[config.mk]
export PLATFORM = sky130hd
export DESIGN_NAME = fragment_reassembly_crc_check_unit
export DESIGN_NICKNAME = d
export VERILOG_FILES = /design/src/design/frca_pkg.sv /design/src/design/frca_front.sv /design/src/design/frca_queue.sv /design/src/design/frca_back.sv /design/src/design/fragment_reassembly_crc_check_unit.sv
export SDC_FILE = /design/constraint.sdc
export NUM_CORES = 1
export LEC_CHECK = 0
export ABC_AREA = 1
export ABC_CLOCK_PERIOD_IN_PS = 5430
export BUFFER_PORTS_ARGS = -buffer_cell sky130_fd_sc_hd__buf_2
export CAP_MARGIN = 20
export CORE_MARGIN = 3
export CORE_UTILIZATION = 41
export CTS_CLUSTER_DIAMETER = 120
export DETAILED_ROUTE_END_ITERATION = 16
export PLACE_DENSITY = 0.67
export SLEW_MARGIN = 40
export SYNTH_ARGS = -nofsm -noshare
export SYNTH_HDL_FRONTEND = slang
export SYNTH_HIERARCHICAL = 1
export SYNTH_SLANG_ARGS = --single-unit
[constraint.sdc]
create_clock -name clk -period 5.43 [get_ports clk]
set_input_delay 0.543 -clock clk [delete_from_list [all_inputs] [get_ports clk]]
set_output_delay 0.543 -clock clk [all_outputs]
set_load 0.01 [all_outputs]
[src/design/frca_pkg.sv]
// ----------------------------------------------------------------------------
// frca_pkg
// Shared types, constants and the bytewise CRC-16 update for the fragment
// reassembly CRC check unit.
// ----------------------------------------------------------------------------
`default_nettype none

package frca_pkg;

	localparam int BUFFER_BYTES = 4096;
	localparam int CNT_W        = $clog2(BUFFER_BYTES + 1);
	localparam int SUM_W        = ((CNT_W > 8) ? CNT_W : 8) + 1;
	localparam int FILE_BYTES_W = 13;

	localparam int QUEUE_DEPTH = 4;
	localparam int QPTR_W      = $clog2(QUEUE_DEPTH);
	localparam int QCNT_W      = $clog2(QUEUE_DEPTH + 1);

	localparam logic [15:0] CRC_INIT = 16'hFFFF;
	localparam logic [15:0] CRC_POLY = 16'h1021;

	// input mode codes
	localparam logic [1:0] MODE_BYTE      = 2'd0;
	localparam logic [1:0] MODE_RADIO_ERR = 2'd1;
	localparam logic [1:0] MODE_READ_ERR  = 2'd2;
	localparam logic [1:0] MODE_EMPTY     = 2'd3;

	typedef enum logic [1:0] {
		KIND_BYTE,
		KIND_RADIO_ERR,
		KIND_READ_ERR,
		KIND_EMPTY
	} kind_t;

	typedef enum logic [2:0] {
		ST_OK,
		ST_TOO_SHORT,
		ST_NO_CRC,
		ST_MISSED_FIRST,
		ST_RADIO_ERR,
		ST_READ_ERR,
		ST_EMPTY
	} status_t;

	typedef struct packed {
		kind_t      kind;
		logic [7:0] data_byte;
		logic [7:0] packet_len;
	} item_t;

	typedef struct packed {
		status_t                   packet_status;
		logic [7:0]                fragment_index;
		logic [7:0]                fragment_total;
		logic                      payload_stored;
		logic                      file_done;
		logic                      crc_match;
		logic [15:0]               computed_crc;
		logic [15:0]               expected_crc_out;
		logic [FILE_BYTES_W-1:0]   file_bytes;
	} result_t;

	function automatic logic [15:0] crc_feed(logic [15:0] crc_in, logic [7:0] b);
		logic [15:0] c;
		c = crc_in ^ {b, 8'h00};
		for (int k = 0; k < 8; k++) begin
			if (c[15]) begin
				c = {c[14:0], 1'b0} ^ CRC_POLY;
			end else begin
				c = {c[14:0], 1'b0};
			end
		end
		return c;
	endfunction

endpackage

`default_nettype wire

[src/design/frca_front.sv]
// ----------------------------------------------------------------------------
// frca_front
// Input side: takes stream transfers and sorts them into byte items and
// event items before they enter the queue.
// ----------------------------------------------------------------------------
`default_nettype none

module frca_front (
	input  wire logic            s_tvalid,
	output logic                 s_tready,
	input  wire logic [1:0]      mode,
	input  wire logic [7:0]      data_byte,
	input  wire logic [7:0]      packet_len,
	input  wire logic            queue_full,
	output logic                 push,
	output frca_pkg::item_t      item
);
	import frca_pkg::*;

	assign s_tready = !queue_full;
	assign push     = s_tvalid && !queue_full;

	always_comb begin
		unique case (mode)
			MODE_RADIO_ERR: item.kind = KIND_RADIO_ERR;
			MODE_READ_ERR:  item.kind = KIND_READ_ERR;
			MODE_EMPTY:     item.kind = KIND_EMPTY;
			default: begin
				// a data byte of a zero-length packet counts as an empty packet
				item.kind = (packet_len == 8'd0) ? KIND_EMPTY : KIND_BYTE;
			end
		endcase
		item.data_byte  = data_byte;
		item.packet_len = packet_len;
	end

endmodule

`default_nettype wire

[src/design/frca_queue.sv]
// ----------------------------------------------------------------------------
// frca_queue
// Short first-in first-out queue between the front and the back part.
// ----------------------------------------------------------------------------
`default_nettype none

module frca_queue (
	input  wire logic             clk,
	input  wire logic             arst_n,
	input  wire logic             push,
	input  wire frca_pkg::item_t  push_item,
	input  wire logic             pop,
	output frca_pkg::item_t       pop_item,
	output logic                  full,
	output logic                  empty
);
	import frca_pkg::*;

	item_t              entry_q [QUEUE_DEPTH];
	logic [QPTR_W-1:0]  wr_ptr_q;
	logic [QPTR_W-1:0]  rd_ptr_q;
	logic [QCNT_W-1:0]  count_q;

	assign full     = (count_q == QCNT_W'(QUEUE_DEPTH));
	assign empty    = (count_q == '0);
	assign pop_item = entry_q[rd_ptr_q];

	always_ff @(posedge clk) begin
		if (push) begin
			entry_q[wr_ptr_q] <= push_item;
		end
	end

	always_ff @(posedge clk or negedge arst_n) begin
		if (!arst_n) begin
			wr_ptr_q <= '0;
			rd_ptr_q <= '0;
			count_q  <= '0;
		end else begin
			if (push) begin
				wr_ptr_q <= wr_ptr_q + 1'b1;
			end
			if (pop) begin
				rd_ptr_q <= rd_ptr_q + 1'b1;
			end
			if (push && !pop) begin
				count_q <= count_q + 1'b1;
			end else if (pop && !push) begin
				count_q <= count_q - 1'b1;
			end
		end
	end

endmodule

`default_nettype wire

[src/design/frca_back.sv]
// ----------------------------------------------------------------------------
// frca_back
// Execution side: walks each packet byte by byte, tracks the header, runs
// the CRC over accepted payload bytes and holds the result register.
// ----------------------------------------------------------------------------
`default_nettype none

module frca_back (
	input  wire logic             clk,
	input  wire logic             arst_n,
	input  wire logic             queue_empty,
	input  wire frca_pkg::item_t  item,
	output logic                  pop,
	output logic                  m_tvalid,
	input  wire logic             m_tready,
	output frca_pkg::result_t     result
);
	import frca_pkg::*;

	logic [15:0]       crc_q;
	logic [15:0]       exp_crc_q;
	logic [CNT_W-1:0]  count_q;
	logic [7:0]        pos_q;
	logic [7:0]        hidx_q;
	logic [7:0]        htot_q;
	logic [7:0]        crc_hi_q;
	logic              store_en_q;
	logic              rejected_q;
	logic              valid_q;
	result_t           result_q;

	logic [15:0]       crc_n;
	logic [15:0]       exp_crc_n;
	logic [CNT_W-1:0]  count_n;
	logic [7:0]        pos_n;
	logic [7:0]        hidx_n;
	logic [7:0]        htot_n;
	logic [7:0]        crc_hi_n;
	logic              store_en_n;
	logic              rejected_n;
	logic              emit;
	result_t           res;
	logic [7:0]        payload;
	logic [SUM_W-1:0]  fill_sum;
	logic              done;

	assign pop      = !queue_empty && (!valid_q || m_tready);
	assign m_tvalid = valid_q;
	assign result   = result_q;

	always_comb begin
		crc_n      = crc_q;
		exp_crc_n  = exp_crc_q;
		count_n    = count_q;
		pos_n      = pos_q;
		hidx_n     = hidx_q;
		htot_n     = htot_q;
		crc_hi_n   = crc_hi_q;
		store_en_n = store_en_q;
		rejected_n = rejected_q;
		emit       = 1'b0;
		payload    = '0;
		fill_sum   = '0;
		done       = 1'b0;
		res        = '0;

		if (item.kind != KIND_BYTE) begin
			pos_n      = '0;
			store_en_n = 1'b0;
			rejected_n = 1'b0;
			emit       = 1'b1;
			case (item.kind)
				KIND_RADIO_ERR: res.packet_status = ST_RADIO_ERR;
				KIND_READ_ERR:  res.packet_status = ST_READ_ERR;
				default:        res.packet_status = ST_EMPTY;
			endcase
		end else if (pos_q == 8'd0 && item.packet_len == 8'd1) begin
			hidx_n            = item.data_byte;
			store_en_n        = 1'b0;
			rejected_n        = 1'b0;
			pos_n             = '0;
			emit              = 1'b1;
			res.packet_status = ST_TOO_SHORT;
		end else begin
			if (pos_q == 8'd0) begin
				hidx_n     = item.data_byte;
				store_en_n = 1'b0;
				rejected_n = 1'b0;
			end else if (pos_q == 8'd1) begin
				htot_n = item.data_byte;
				if (hidx_q == 8'd0) begin
					count_n = '0;
					crc_n   = CRC_INIT;
					if (item.packet_len >= 8'd4) begin
						payload = item.packet_len - 8'd4;
					end
				end else if (count_q == '0) begin
					rejected_n = 1'b1;
				end else begin
					payload = item.packet_len - 8'd2;
				end
				fill_sum   = SUM_W'(count_n) + SUM_W'(payload);
				store_en_n = !rejected_n && (payload != 8'd0) &&
					(fill_sum <= SUM_W'(BUFFER_BYTES));
			end else if (hidx_q == 8'd0 && pos_q < 8'd4) begin
				if (pos_q == 8'd2) begin
					crc_hi_n = item.data_byte;
				end else begin
					exp_crc_n = {crc_hi_q, item.data_byte};
				end
			end else if (store_en_q) begin
				crc_n   = crc_feed(crc_q, item.data_byte);
				count_n = count_q + 1'b1;
			end

			if ({1'b0, pos_q} + 9'd1 < {1'b0, item.packet_len}) begin
				pos_n = pos_q + 8'd1;
			end else begin
				// end of packet: report and close it
				pos_n = '0;
				emit  = 1'b1;
				if (rejected_n) begin
					res.packet_status = ST_MISSED_FIRST;
				end else begin
					res.packet_status = (hidx_n == 8'd0 && item.packet_len < 8'd4) ?
						ST_NO_CRC : ST_OK;
					done = (htot_n != 8'd0) &&
						({1'b0, hidx_n} + 9'd1 == {1'b0, htot_n});
				end
				res.fragment_index = hidx_n;
				res.fragment_total = htot_n;
				res.payload_stored = store_en_n;
				res.file_done      = done;
				res.crc_match      = done && (crc_n == exp_crc_n);
				store_en_n         = 1'b0;
				rejected_n         = 1'b0;
			end
		end

		res.computed_crc     = crc_n;
		res.expected_crc_out = exp_crc_n;
		res.file_bytes       = FILE_BYTES_W'(count_n);
	end

	always_ff @(posedge clk or negedge arst_n) begin
		if (!arst_n) begin
			crc_q      <= CRC_INIT;
			exp_crc_q  <= '0;
			count_q    <= '0;
			pos_q      <= '0;
			hidx_q     <= '0;
			htot_q     <= '0;
			crc_hi_q   <= '0;
			store_en_q <= 1'b0;
			rejected_q <= 1'b0;
			valid_q    <= 1'b0;
		end else if (pop) begin
			crc_q      <= crc_n;
			exp_crc_q  <= exp_crc_n;
			count_q    <= count_n;
			pos_q      <= pos_n;
			hidx_q     <= hidx_n;
			htot_q     <= htot_n;
			crc_hi_q   <= crc_hi_n;
			store_en_q <= store_en_n;
			rejected_q <= rejected_n;
			valid_q    <= emit;
		end else if (m_tready) begin
			valid_q <= 1'b0;
		end
	end

	always_ff @(posedge clk) begin
		if (pop && emit) begin
			result_q <= res;
		end
	end

endmodule

`default_nettype wire

[src/design/fragment_reassembly_crc_check_unit.sv]
// ----------------------------------------------------------------------------
// fragment_reassembly_crc_check_unit
// Reassembles fragmented radio packets and checks the CRC-16 of the file.
// ----------------------------------------------------------------------------
// m_tvalid and the result are registered when the back pops a packet's last item
// throughput: one input transfer per cycle while the queue is not full; the
// back part handles one queue entry per cycle, including the full bytewise
// crc update, while no result waits on m_tready
// reset: arst_n clears the queue, the result valid flag and all header,
// count and crc state (crc to 0xffff); no clearing pass is needed
`default_nettype none

module fragment_reassembly_crc_check_unit (
	input  wire logic         clk,
	input  wire logic         arst_n,
	input  wire logic         s_tvalid,
	output logic              s_tready,
	input  wire logic [15:0]  s_tdata,   // data_byte[7:0], packet_len[15:8]
	input  wire logic [1:0]   s_tuser,   // mode[1:0]
	output logic              m_tvalid,
	input  wire logic         m_tready,
	// fragment_index[7:0], fragment_total[15:8], payload_stored[16],
	// file_done[17], crc_match[18], computed_crc[34:19],
	// expected_crc_out[50:35], file_bytes[63:51]
	output logic [63:0]       m_tdata,
	output logic [2:0]        m_tuser    // packet_status[2:0]
);
	import frca_pkg::*;

	item_t    push_item;
	item_t    pop_item;
	logic     push;
	logic     pop;
	logic     full;
	logic     empty;
	result_t  res;

	frca_front u_front (
		.s_tvalid   (s_tvalid),
		.s_tready   (s_tready),
		.mode       (s_tuser),
		.data_byte  (s_tdata[7:0]),
		.packet_len (s_tdata[15:8]),
		.queue_full (full),
		.push       (push),
		.item       (push_item)
	);

	frca_queue u_queue (
		.clk       (clk),
		.arst_n    (arst_n),
		.push      (push),
		.push_item (push_item),
		.pop       (pop),
		.pop_item  (pop_item),
		.full      (full),
		.empty     (empty)
	);

	frca_back u_back (
		.clk         (clk),
		.arst_n      (arst_n),
		.queue_empty (empty),
		.item        (pop_item),
		.pop         (pop),
		.m_tvalid    (m_tvalid),
		.m_tready    (m_tready),
		.result      (res)
	);

	assign m_tuser = res.packet_status;
	assign m_tdata = {res.file_bytes, res.expected_crc_out, res.computed_crc,
		res.crc_match, res.file_done, res.payload_stored,
		res.fragment_total, res.fragment_index};

	// a crc match is only reported together with a finished file
	a_match_needs_done: assert property (@(posedge clk) disable iff (!arst_n)
		m_tvalid && res.crc_match |-> res.file_done)
		else $error("crc_match without file_done");

	// a file can only finish on a packet that was not rejected
	a_done_status: assert property (@(posedge clk) disable iff (!arst_n)
		m_tvalid && res.file_done |->
			(res.packet_status == ST_OK || res.packet_status == ST_NO_CRC))
		else $error("file_done with an error status");

	// event and too-short results carry no header and store nothing
	a_event_clean: assert property (@(posedge clk) disable iff (!arst_n)
		m_tvalid && (res.packet_status == ST_RADIO_ERR ||
			res.packet_status == ST_READ_ERR || res.packet_status == ST_EMPTY ||
			res.packet_status == ST_TOO_SHORT) |->
			(res.fragment_index == 8'd0 && res.fragment_total == 8'd0 &&
			!res.payload_stored && !res.file_done))
		else $error("event result with header or store flags");

	// the queue only refuses input once it holds entries the back has not taken
	a_full_not_empty: assert property (@(posedge clk) disable iff (!arst_n)
		!s_tready |-> !empty)
		else $error("input stalled with an empty queue");

endmodule

`default_nettype wire
==> summary.txt <==
Status
  – Status: finished clean

Timing
  – RSZ-0062 raised after global routing: false
  – Final worst slack: around 1.2 ns
  – TNS Setup: 0 ns
  – Rel. slew slack: 0.475
  – Final hold viol count: 0
  – Max Freq: between 200 and 250 MHz
  – Fin crit share: 0.772
  – Actual slew at the worst max-slew pin: between 0.7 and 0.8 ns
  – Max-slew violations: 0
  – Hold Slack: around 0.060 ns
  – Count of final setup violators: 0
  – Clock Skews: about 0.01 ns
  – Final worst path period need: 4.19 ns

Layout
  – Area of the multi-input gates: 5230 um2
  – Layout cells sized above 1: 0.128
  – Commonest non-fill, non-tap cell in the layout: nand2_1
  – Commonest non-fill, non-tap cells in the layout: nand2_1 (489), inv_1 (209), edfxtp_1 (139)
  – # fillers: 3053
  – Fin area: 14300 um2
  – Synthesis-to-finish area growth: 11.4%
  – NumNets Final: 1693
  – Sequential Area: 6370 um2
  – Diode count: 0

Setup path
  – Critical Path AT: 4.46 ns
  – CP Class: reg2reg
  – CP max stage delay: just over 0.7 ns
  – Critical path's slowest cell: dfrtp_2
  – CP Max Fanout: 36
  – Critical R2R Capture: u_back/result[47]$_SDFFCE_PP0P_
  – Worst Setup End Kind: register
  – Worst EP required: between 5 and 6 ns
  – R2R Path Start: u_queue/rd_ptr_q[0]$_DFFE_PN0P_
  – Reg2Reg Depth: 25
  – CP dominant cell by count: nand2_1
  – R2R Setup Slk: ~1.2 ns
  – Critical Path Start Type: register

Synth
  – Synthesized cell area: roughly 13000 um2
  – Main combinational cell family by area after synthesis: simple AND/OR/NAND/NOR gates
  – Synth Area in Simple Gates: 0.249
  – Post-synthesis mux area share: 0
  – Yosys reg bits: 226
  – Synth Instances: approximately 1600
  – Async set-reset flop share out of synthesis: 0.385
  – XOR/XNOR Fraction of Synth Area: 0.0197
  – Synth Area in Compound Gates: 0.101
  – Synth cell types: 45
  – Synth Area in Adders: 0.0362
  – Syn_nets: between 1500 and 2000
  – Top_reg_cell synth: edfxtp_1
  – Fraction of the yosys area taken by sequential cells: 0.495
  – Mapped Avg Cell Area: between 8 and 9 um2
  – Synthesis warning total: 6
  – Post-synth EDFFs: around 140

CTS
  – # hold bufs at CTS: 0
  – Clk sink count: approximately 230
  – CTS Buf Count: 26
  – Longest Clk Path Bufs: 3
  – Post-CTS Resized: 0
  – CTS tree: yes
  – Clock root cell: clkbuf_16
  – Worst-Skew Late Latency: approximately 0.53 ns
  – Post-CTS Setup Inserts: 0
  – Worst-path clk slew: 0.06 ns
  – H-Tree Depth: 1

Power
  – Leak pwr: 6.79 nW
  – Worst vdd ir: 0.432 mV
  – Overall Power: 9.78 mW
  – Pwr Density: 682 nW/um2

Routing
  – Detailed-route vias per instance: 5.07
  – Drt pass-1 iters: 5
  – WL/cell: about 15 um
  – Post-route DRC: 0
  – Vias: 10400
  – Detailed Route Iter0 Violations: a little under 800
  – Post-route ant nets: 0
  – Final WL: slightly above 30 mm

Floorplanning
  – Die Wd: approximately 180 um
  – Die height: 183 um
  – Core ar.: a little over 30000 um2
  – Num ports: 91
  – Die ar.: around 34000 um2
  – Initial Utilization: 0.418
  – Rows: 64

Global route
  – First-pass GRT wire length: 50.8 mm
  – Gr busiest metal: met2
  – Vias in the first global route: 9933
  – Grt met2 use: 0.309
  – Met3 usage: 0.0276
  – GRT Residual Overflow: 0
  – Aggregate global-route resource usage: 0.186
  – Initial antenna violation count: 0
  – Met1 global-route usage: 0.259
  – Largest net degree at the start of global routing: 57

Place
  – Setup slack at placement: ~1.3 ns
  – Gp weighted congestion: 0.913
  – Area after DPL: 13500 um2
  – Detailed placement HPWL: between 20 and 25 mm
  – Port Buffers: 90

Worst hold path
  – Worst min-delay path category: in2async

Run
  – Max-cap violations: 0
## where the power goes
group | internal, mW | switching (mW) | total [mW]
Combinational | 1.58 | 3.59 | 5.17
Clock | 1.05 | 0.694 | 1.74
Sequential | 2.57 | 0.303 | 2.87
## synthesized netlist by cell type, drive strengths merged (20+ instances only)
cell,n,area share
ha,34,0.033
xor2,22,0.015
nand4,21,0.010
a21oi,20,0.0090
inv,230,0.067
o211ai,38,0.022
nor2,129,0.041
nand2,499,0.15
o21ai,148,0.061
nand3,97,0.038
dfrtp,71,0.14
edfxtp,139,0.32
buf,37,0.024
clkbuf,26,0.0077
## how the worst max path moves through the flow
| stage | slack [ns] | from | endpoint | cells past startpoint |
|---|---|---|---|---|
| global placement | 1.40 | u_queue/rd_ptr_q[1]$_DFFE_PN0P_ | u_back/result[47]$_SDFFCE_PP0P_ | 30 |
| finish | 1.24 | u_queue/rd_ptr_q[0]$_DFFE_PN0P_ | u_back/result[47]$_SDFFCE_PP0P_ | 25 |
| detailed placement | 1.26 | u_queue/rd_ptr_q[0]$_DFFE_PN0P_ | u_back/result[47]$_SDFFCE_PP0P_ | 25 |
| CTS | 1.24 | u_queue/rd_ptr_q[0]$_DFFE_PN0P_ | u_back/result[47]$_SDFFCE_PP0P_ | 25 |
| floorplan | 1.66 | u_back/pos_q[2]$_DFFE_PN0P_ | u_back/result[0]$_DFFE_PP_ | 13 |
| global route | 0.59 | u_queue/rd_ptr_q[0]$_DFFE_PN0P_ | u_back/result[47]$_SDFFCE_PP0P_ | 25 |
## registers in the layout (all words and copies together), names as in the netlist, 2 cells and up
name and flops:
u_back/hidx_q 8, u_back/result 67, u_queue/wr_ptr_q 2, u_back/htot_q 8, u_back/pos_q 8, u_back/count_q 13
u_back/crc_hi_q 8, u_back/exp_crc_q 16, u_queue/entry_q 72, u_queue/rd_ptr_q 2, u_back/crc_q 16, u_queue/count_q 3
## kinds of logic (layout without fill, tap and decap cells)
logic type / Yosys count / count (layout)
AOI/OAI and AO/OA: 221 / 221
and+or+nand+nor: 766 / 766
xor gates and xnor gates: 29 / 29
adders and majority gates: 36 / 36
DFF: 226 / 226
buffers and inverters: 293 / 374
## critical path: cells and delay by family, from the launching register on
kind | cells | cell delay (ns)
AOI/OAI and AO/OA | 3 | 0.66
adders and majority gates | 2 | 0.58
buffers and inverters | 3 | 0.21
DFF | 1 | 0.71
and+or+nand+nor | 17 | 1.75
## metrics by stage
| step | util | cells |
|---|---|---|
| after detailed placement | 0.439 | 2003 |
| after global placement | 0.439 | 2003 |
| after floorplan | - | 1571 |
| final | 0.466 | 2048 |
| after CTS | 0.466 | 2048 |
| after global routing | 0.466 | 2048 |
## cell type report
cell class | count | area share
clock inverters | 12 | 0.0100
multi-input cells | 1052 | 0.365
inverters | 230 | 0.0604
repair buffers | 99 | 0.0372
flip-flops and latches | 226 | 0.445
well taps | 396 | 0.0346
clock buffers | 33 | 0.0487
## layer usage
metal	routed length (um)	up-vias
met3	1750	56
met5	0	-
li1	-	5204
met4	709	0
met1	14400	4810
met2	14300	305
No activity file was read; power rests on OpenSTA's default activity.
